[src/rtl/cmp_pkg.sv]
// compact miller projection: shared types, constants and microcode
// no dependencies; used by every other file of the block
`default_nettype none

package cmp_pkg;

    localparam int COORD_W   = 32;
    localparam int FRAC_BITS = 28;
    localparam int WIDE_W    = 64;
    localparam int PROD_W    = 2 * WIDE_W;
    localparam int HALF_W    = WIDE_W / 2;
    localparam int LIMIT_W   = 7;
    localparam int TOL_W     = 8;
    localparam int CFG_W     = 8;
    localparam int PC_W      = 4;
    localparam int MCNT_W    = 3;
    localparam int DCNT_W    = 7;
    localparam int Q60_BITS  = 60;

    localparam logic [MCNT_W-1:0] MUL_STEPS = MCNT_W'(4);
    localparam logic [DCNT_W-1:0] DIV_STEPS = DCNT_W'(WIDE_W);

    typedef logic signed [WIDE_W-1:0]  wide_t;
    typedef logic signed [WIDE_W:0]    ext_t;
    typedef logic signed [COORD_W-1:0] coord_t;

    localparam logic [LIMIT_W-1:0] LIMIT_RESET = LIMIT_W'(100);
    localparam logic [TOL_W-1:0]   TOL_RESET   = TOL_W'(1);

    localparam logic CFG_LIMIT = 1'b0;
    localparam logic CFG_TOL   = 1'b1;

    localparam wide_t INT_MAX   = {1'b0, {(WIDE_W-1){1'b1}}};
    localparam wide_t COORD_MAX = wide_t'({1'b0, {(COORD_W-1){1'b1}}});
    localparam wide_t COORD_MIN = -COORD_MAX - wide_t'(1);
    localparam ext_t  EXT_MAX   = ext_t'(INT_MAX);
    localparam ext_t  EXT_MIN   = -EXT_MAX;
    localparam ext_t  EXT_CMAX  = ext_t'(COORD_MAX);
    localparam ext_t  EXT_CMIN  = ext_t'(COORD_MIN);

    localparam logic [PROD_W-1:0] ROUND_HALF = PROD_W'(1) << (FRAC_BITS - 1);

    // polynomial coefficients, rounded half up to the fraction width
    localparam logic [PROD_W-1:0] K1_MAG =
        ((PROD_W'(9902) << FRAC_BITS) + PROD_W'(5000)) / PROD_W'(10000);
    localparam logic [PROD_W-1:0] K2_MAG =
        ((PROD_W'(1604) << FRAC_BITS) + PROD_W'(5000)) / PROD_W'(10000);
    localparam logic [PROD_W-1:0] K3_MAG =
        ((PROD_W'(3054) << FRAC_BITS) + PROD_W'(50000)) / PROD_W'(100000);
    localparam logic [PROD_W-1:0] C2_MAG =
        ((PROD_W'(4812) << FRAC_BITS) + PROD_W'(5000)) / PROD_W'(10000);
    localparam logic [PROD_W-1:0] C3_MAG =
        ((PROD_W'(15270) << FRAC_BITS) + PROD_W'(50000)) / PROD_W'(100000);

    localparam wide_t K1_Q = wide_t'(K1_MAG[WIDE_W-1:0]);
    localparam wide_t K2_Q = wide_t'(K2_MAG[WIDE_W-1:0]);
    localparam wide_t K3_Q = -wide_t'(K3_MAG[WIDE_W-1:0]);
    localparam wide_t C2_Q = wide_t'(C2_MAG[WIDE_W-1:0]);
    localparam wide_t C3_Q = -wide_t'(C3_MAG[WIDE_W-1:0]);

    // y clamp: pi in q60 times the scale factor, then rounded to the fraction width
    localparam logic [WIDE_W-1:0] PI_Q60 = 64'h3243F6A8885A308D;
    localparam logic [PROD_W-1:0] MAXY_PROD =
        PROD_W'(PI_Q60) * PROD_W'(64'd6000207669862655);
    localparam logic [PROD_W-1:0] MAXY_Q60 =
        (MAXY_PROD + PROD_W'(64'd5000000000000000)) / PROD_W'(64'd10000000000000000);
    localparam logic [PROD_W-1:0] MAXY_MAG =
        (MAXY_Q60 + (PROD_W'(1) << (Q60_BITS - FRAC_BITS - 1))) >> (Q60_BITS - FRAC_BITS);
    localparam wide_t MAXY_Q = wide_t'(MAXY_MAG[WIDE_W-1:0]);

    typedef enum logic [2:0] {
        OP_MUL,
        OP_ADD,
        OP_SUB,
        OP_SUBSAT,
        OP_DIV
    } op_t;

    typedef enum logic [3:0] {
        SRC_RES,
        SRC_V2,
        SRC_T,
        SRC_F,
        SRC_Y,
        SRC_STEP,
        SRC_ZERO,
        SRC_K1,
        SRC_K2,
        SRC_K3,
        SRC_C2,
        SRC_C3
    } src_t;

    typedef enum logic [2:0] {
        DST_V2,
        DST_T,
        DST_F,
        DST_STEP,
        DST_RES
    } dst_t;

    typedef struct packed {
        op_t  op;
        src_t a;
        src_t b;
        dst_t dst;
    } uop_t;

    localparam logic [PC_W-1:0] PC_START    = PC_W'(0);
    localparam logic [PC_W-1:0] PC_POLY_END = PC_W'(5);
    localparam logic [PC_W-1:0] PC_STEP     = PC_W'(12);
    localparam logic [PC_W-1:0] PC_FWD_SAT  = PC_W'(13);

    typedef enum logic [2:0] {
        ST_IDLE,
        ST_START,
        ST_ISSUE,
        ST_WAIT,
        ST_DONE
    } state_t;

    typedef struct packed {
        logic load;
        logic issue;
        logic count;
        logic emit;
        logic nc;
        uop_t uop;
    } cmd_t;

    typedef struct packed {
        logic done;
        logic inverse;
        logic limit_zero;
        logic at_limit;
        logic small_step;
        logic out_free;
    } stat_t;

    function automatic logic [WIDE_W-1:0] mag(input wide_t v);
        logic [WIDE_W-1:0] u;
        u = v;
        return v[WIDE_W-1] ? (~u + 1'b1) : u;
    endfunction

    // polynomial, residual, derivative, newton step; forward ends with saturation
    function automatic uop_t ucode(input logic [PC_W-1:0] pc);
        uop_t u;
        case (pc)
            4'd0:    u = '{op: OP_MUL, a: SRC_RES, b: SRC_RES, dst: DST_V2};
            4'd1:    u = '{op: OP_MUL, a: SRC_K3, b: SRC_V2, dst: DST_T};
            4'd2:    u = '{op: OP_ADD, a: SRC_K2, b: SRC_T, dst: DST_T};
            4'd3:    u = '{op: OP_MUL, a: SRC_V2, b: SRC_T, dst: DST_T};
            4'd4:    u = '{op: OP_ADD, a: SRC_K1, b: SRC_T, dst: DST_T};
            4'd5:    u = '{op: OP_MUL, a: SRC_RES, b: SRC_T, dst: DST_T};
            4'd6:    u = '{op: OP_SUB, a: SRC_T, b: SRC_Y, dst: DST_F};
            4'd7:    u = '{op: OP_MUL, a: SRC_C3, b: SRC_V2, dst: DST_T};
            4'd8:    u = '{op: OP_ADD, a: SRC_C2, b: SRC_T, dst: DST_T};
            4'd9:    u = '{op: OP_MUL, a: SRC_V2, b: SRC_T, dst: DST_T};
            4'd10:   u = '{op: OP_ADD, a: SRC_K1, b: SRC_T, dst: DST_T};
            4'd11:   u = '{op: OP_DIV, a: SRC_F, b: SRC_T, dst: DST_STEP};
            4'd12:   u = '{op: OP_SUBSAT, a: SRC_RES, b: SRC_STEP, dst: DST_RES};
            4'd13:   u = '{op: OP_SUBSAT, a: SRC_T, b: SRC_ZERO, dst: DST_RES};
            default: u = '{op: OP_ADD, a: SRC_ZERO, b: SRC_ZERO, dst: DST_F};
        endcase
        return u;
    endfunction

endpackage

`default_nettype wire

[src/rtl/cmp_ctrl.sv]
// compact miller projection: sequencer stepping the microcode and newton loop
// depends on cmp_pkg
`default_nettype none

module cmp_ctrl (
    input  wire logic          clk,
    input  wire logic          rst_n,
    input  wire logic          in_valid,
    input  cmp_pkg::stat_t     status,
    output logic               in_ready,
    output cmp_pkg::cmd_t      cmd
);

    cmp_pkg::state_t               state_reg;
    cmp_pkg::state_t               state_next;
    logic [cmp_pkg::PC_W-1:0]      pc_reg;
    logic [cmp_pkg::PC_W-1:0]      pc_next;
    logic                          nc_reg;
    logic                          nc_next;

    always_comb
    begin
        state_next = state_reg;
        pc_next    = pc_reg;
        nc_next    = nc_reg;
        case (state_reg)
            cmp_pkg::ST_IDLE:
            begin
                if (in_valid)
                    state_next = cmp_pkg::ST_START;
            end
            cmp_pkg::ST_START:
            begin
                pc_next = cmp_pkg::PC_START;
                if (status.inverse && status.limit_zero)
                begin
                    nc_next    = 1'b1;
                    state_next = cmp_pkg::ST_DONE;
                end
                else
                begin
                    nc_next    = 1'b0;
                    state_next = cmp_pkg::ST_ISSUE;
                end
            end
            cmp_pkg::ST_ISSUE:
            begin
                state_next = cmp_pkg::ST_WAIT;
            end
            cmp_pkg::ST_WAIT:
            begin
                if (status.done)
                begin
                    if (pc_reg == cmp_pkg::PC_POLY_END && !status.inverse)
                    begin
                        pc_next    = cmp_pkg::PC_FWD_SAT;
                        state_next = cmp_pkg::ST_ISSUE;
                    end
                    else if (pc_reg == cmp_pkg::PC_FWD_SAT)
                    begin
                        state_next = cmp_pkg::ST_DONE;
                    end
                    else if (pc_reg == cmp_pkg::PC_STEP)
                    begin
                        if (status.small_step)
                        begin
                            nc_next    = 1'b0;
                            state_next = cmp_pkg::ST_DONE;
                        end
                        else if (status.at_limit)
                        begin
                            nc_next    = 1'b1;
                            state_next = cmp_pkg::ST_DONE;
                        end
                        else
                        begin
                            pc_next    = cmp_pkg::PC_START;
                            state_next = cmp_pkg::ST_ISSUE;
                        end
                    end
                    else
                    begin
                        pc_next    = pc_reg + 1'b1;
                        state_next = cmp_pkg::ST_ISSUE;
                    end
                end
            end
            cmp_pkg::ST_DONE:
            begin
                if (status.out_free)
                    state_next = cmp_pkg::ST_IDLE;
            end
            default:
            begin
                state_next = cmp_pkg::ST_IDLE;
            end
        endcase
    end

    always_comb
    begin
        in_ready  = (state_reg == cmp_pkg::ST_IDLE);
        cmd.load  = (state_reg == cmp_pkg::ST_IDLE) && in_valid;
        cmd.issue = (state_reg == cmp_pkg::ST_ISSUE);
        cmd.count = (state_reg == cmp_pkg::ST_ISSUE) && (pc_reg == cmp_pkg::PC_STEP);
        cmd.emit  = (state_reg == cmp_pkg::ST_DONE) && status.out_free;
        cmd.nc    = nc_reg;
        cmd.uop   = cmp_pkg::ucode(pc_reg);
    end

    always_ff @(posedge clk or negedge rst_n)
    begin
        if (!rst_n)
        begin
            state_reg <= cmp_pkg::ST_IDLE;
            pc_reg    <= cmp_pkg::PC_START;
            nc_reg    <= 1'b0;
        end
        else
        begin
            state_reg <= state_next;
            pc_reg    <= pc_next;
            nc_reg    <= nc_next;
        end
    end

endmodule

`default_nettype wire

[config.mk]
export PLATFORM = sky130hd
export DESIGN_NAME = cmp_ctrl
export DESIGN_NICKNAME = d
export VERILOG_FILES = /design/src/rtl/cmp_pkg.sv /design/src/rtl/cmp_ctrl.sv
export SDC_FILE = /design/constraint.sdc
export NUM_CORES = 1
export LEC_CHECK = 0
export BUFFER_PORTS_ARGS = -buffer_cell sky130_fd_sc_hd__buf_2
export CORE_MARGIN = 4
export CORE_UTILIZATION = 50
export CTS_CLUSTER_DIAMETER = 40
export DETAILED_ROUTE_END_ITERATION = 8
export PLACE_DENSITY_LB_ADDON = 0.08
export SLEW_MARGIN = 40
export SYNTH_ARGS = -nofsm -noshare
export SYNTH_HDL_FRONTEND = slang
export SYNTH_SLANG_ARGS = --single-unit
[constraint.sdc]
create_clock -name clk -period 2.3 [get_ports clk]
set_clock_uncertainty 0.1 [all_clocks]
set_input_delay 0.115 -clock clk [delete_from_list [all_inputs] [get_ports clk]]
set_output_delay 0.115 -clock clk [all_outputs]
set_load 0.01 [all_outputs]
==> flow_summary.toml <==
[synth]
post-synth-top-area-fraction_pct = 22.57
ys_types = 41
synth_edf_count = 0
nets_in_the_synthesized_netlist = 133
netlist_top_cells_area = "sky130_fd_sc_hd__dfrtp_1 (23%), sky130_fd_sc_hd__ha_1 (14%), sky130_fd_sc_hd__a21oi_1 (8.5%)"
fraction_of_the_yosys_area_taken_by_sequential_cells_pct = 22.57
syn-mean-instance-area_um2 = 7.782
synth_common_cells = "sky130_fd_sc_hd__a21oi_1 (15), sky130_fd_sc_hd__nor2_1 (11), sky130_fd_sc_hd__ha_1 (10), sky130_fd_sc_hd__nand2_1 (9), sky130_fd_sc_hd__dfrtp_1 (8)"
postSynthCellCount = 114
post_synthesis_instance_area_um2 = 887.1
synth_async_sr_flop_share_pct = 100.0
yosysMostFrequentCell = "sky130_fd_sc_hd__a21oi_1"
register_bit_count_reported_by_yosys = 8
yosysWarnings = 0
yosysTopAreaCell = "sky130_fd_sc_hd__dfrtp_1"
yosys_most_used_dff = "sky130_fd_sc_hd__dfrtp_1"

[setup_path]
r2r_start = "pc_reg[0]"
timing_startpoint_of_the_critical_path = "pc_reg[0]"
worst_ep_required_time_ps = 2090
timing.setup.critical_path_class = "reg2out"
crit_path_end_kind = "primary output"
timing.critical_path.slowest_stage_cell = "sky130_fd_sc_hd__dfrtp_1"
crit_family = "flip-flops"
path_buf_inv = 2
crit_chain = "inv_1 > ha_1 > nor2b_1 > a21oi_1 > a21oi_1 > buf_2"
critPathMaxStageDelay_ps = 480
crit_fanout = 9
arrival_ps = 1820
critical-path-top-cell-by-count = "sky130_fd_sc_hd__a21oi_1"
timing.critical_path.from_type = "register"

[route]
drt_first_iter_violations = 24
totalWireLength_mm = 2.200
drt_pre_antenna_iters = 4
vias_per_cell = 5.561
ant_nets = 0
remaining_drc_errors = 0
dr_total_vias = 912
average_wire_per_standard_cell_um = 13.41

[global_routing]
wire_length_of_the_first_global_routing_pass_mm = 3.629
antenna_found_initial = 0
globalRouteTotalUtil_pct = 17.72
grt_start_max_net_pins = 15
first_global_vias = 819
globalRouteOverflowTotal = 0

[clock_tree]
cts.htree.levels = 1
cts.reportedPaths.clkPinSlew_ps = 50
numClockSinks = 8
cts_root_buffer = "sky130_fd_sc_hd__clkbuf_4"
cts_tree = "yes"
postCtsResizedCells = 0
cts_setup_buffers = 0
clock_tree.buffer_depth = 2
clock_latency_ps = 250
cts-buffers-inserted = 3

[status]
run_status = "finished clean"

[placed_design]
preCtsSetupSlack_ps = 419.7
hpwlAfterDp_mm = 1.704
gpl.final_weighted_congestion = 0.8560
place_inst = 160
placement.cell_area_um2 = 1016
numPortBuffers = 27

[finish]
final_cell_count_no_fill = 164
largest_reg_flops = 4
drive_above_1_share_pct = 31.43
areaGrowthSynthToFinish_pct = 18.20
diodes = 0
layout.core_utilization_pct = 65.78
final_nets = 161
fillCellCount = 144
fin_area_um2 = 1049

[sta]
final_max_slew_viol_count = 0
tns_ps = 0
post-route-period-util_pct = 88.39
hold-worst-slack_ps = 19.56
final_critical_path_setup_slack_ps = 267.1
unrepaired_setup_endpoints_after_global_routing = "false"
layout_min_cycle_time_ps = 2033
number_of_setup_violations_in_the_final_report = 0
fmaxAchievable_mhz = 491.9
timing_hold_violations_final = 0

[hold_path]
min-delay-path-class = "in2reg"
min-delay-start = "status[1]"

[floorplanning]
core_region_area_um2 = 1594
core.rowCount = 14
ioPinCount = 29
initial_utilization_pct = 55.65
fp.dieArea_um2 = 2512
die_x_um = 50.12
y_dimension_of_the_die_um = 50.12

[pwr]
powerDensity_nw_per_um2 = 1272
clock_power_share_pct = 7.6
p_sw_share_pct = 52.37
irDropWorstVdd_v = 0.0007373
total_power_mw = 1.333
power.combinational.fraction_pct = 68.4
p_switching_uw = 698.4
p_int_uw = 635.1
p_leak_nw = 0.5283
power.sequential.fraction_pct = 24.0

[flow_run]
drv_cap = 0
[placed cells by master, fill, tap and decap left out, drive strengths merged, types with 2 or more instances in the layout]
cell type / count
o21ai: 6
o211ai: 2
a22oi: 2
buf: 29
dfrtp: 8
nor3: 3
nand3: 4
and3: 2
nor2b: 2
inv: 6
and2: 2
ha: 10
a21oi: 16
clkbuf: 3
nand2b: 2
nand2: 10
or2: 2
o22ai: 7
nor2: 13
[power by group through the flow]
| stage | sequential, mW | clock [mW] | combinational (mW) |
|---|---|---|---|
| floorplan | 0.258 | 0 | 0.711 |
| finish | 0.320 | 0.102 | 0.912 |
| global route | 0.330 | 0.113 | 1.02 |
| CTS | 0.315 | 0.103 | 0.907 |
| global placement | 0.315 | 0 | 0.900 |
| detailed placement | 0.316 | 0 | 0.900 |
[per-layer routing]
layer | global-route usage [%] | share of wire (%)
met4 | 4.608 | 0.27
met2 | 24.78 | 42
met5 | 0 | 0
met1 | 27.66 | 50
met3 | 2.711 | 7.5
[path summary, 6_finish.rpt]
| path | end | cells after the start | slack, ps |
|---|---|---|---|
| worst min register to register | state_reg[0] | 1 | 460 |
| worst max register to register | nc_reg | 6 | 370 |
| worst max-delay path | cmd[9] | 6 | 270 |
| max in group asynchronous | state_reg[0] | 2 | 1810 |
| min in group asynchronous | pc_reg[1] | 2 | 130 |
| worst min-delay path | nc_reg | 2 | 20 |
[cell type report]
type	instances	area (um2)	area share, %
Timing Repair Buffer	30	160.2	15.27
Clock buffer	3	22.52	2.148
Tap cell	24	30.03	2.864
Inverter	6	22.52	2.148
Sequential cell	8	200.2	19.09
Multi-Input combinational cell	93	613.1	58.47
[cells by family after synthesis]
group                    Yosys count  synth area share (%)
other                              1                0.4227
AO/OA/AOI/OAI                     40                 29.34
flip-flops                         8                 22.57
AND/OR/NAND/NOR                   42                 25.25
adder cells (fa/ha/maj)           10                 14.10
buffers and inverters             13                 8.321
[what timing repair did]
action                                  CTS  global route
hold endpoints to repair                  8             0
endpoints found under the setup margin    0             0
hold buffers                              1             0
No activity file was read; power rests on OpenSTA's default activity.
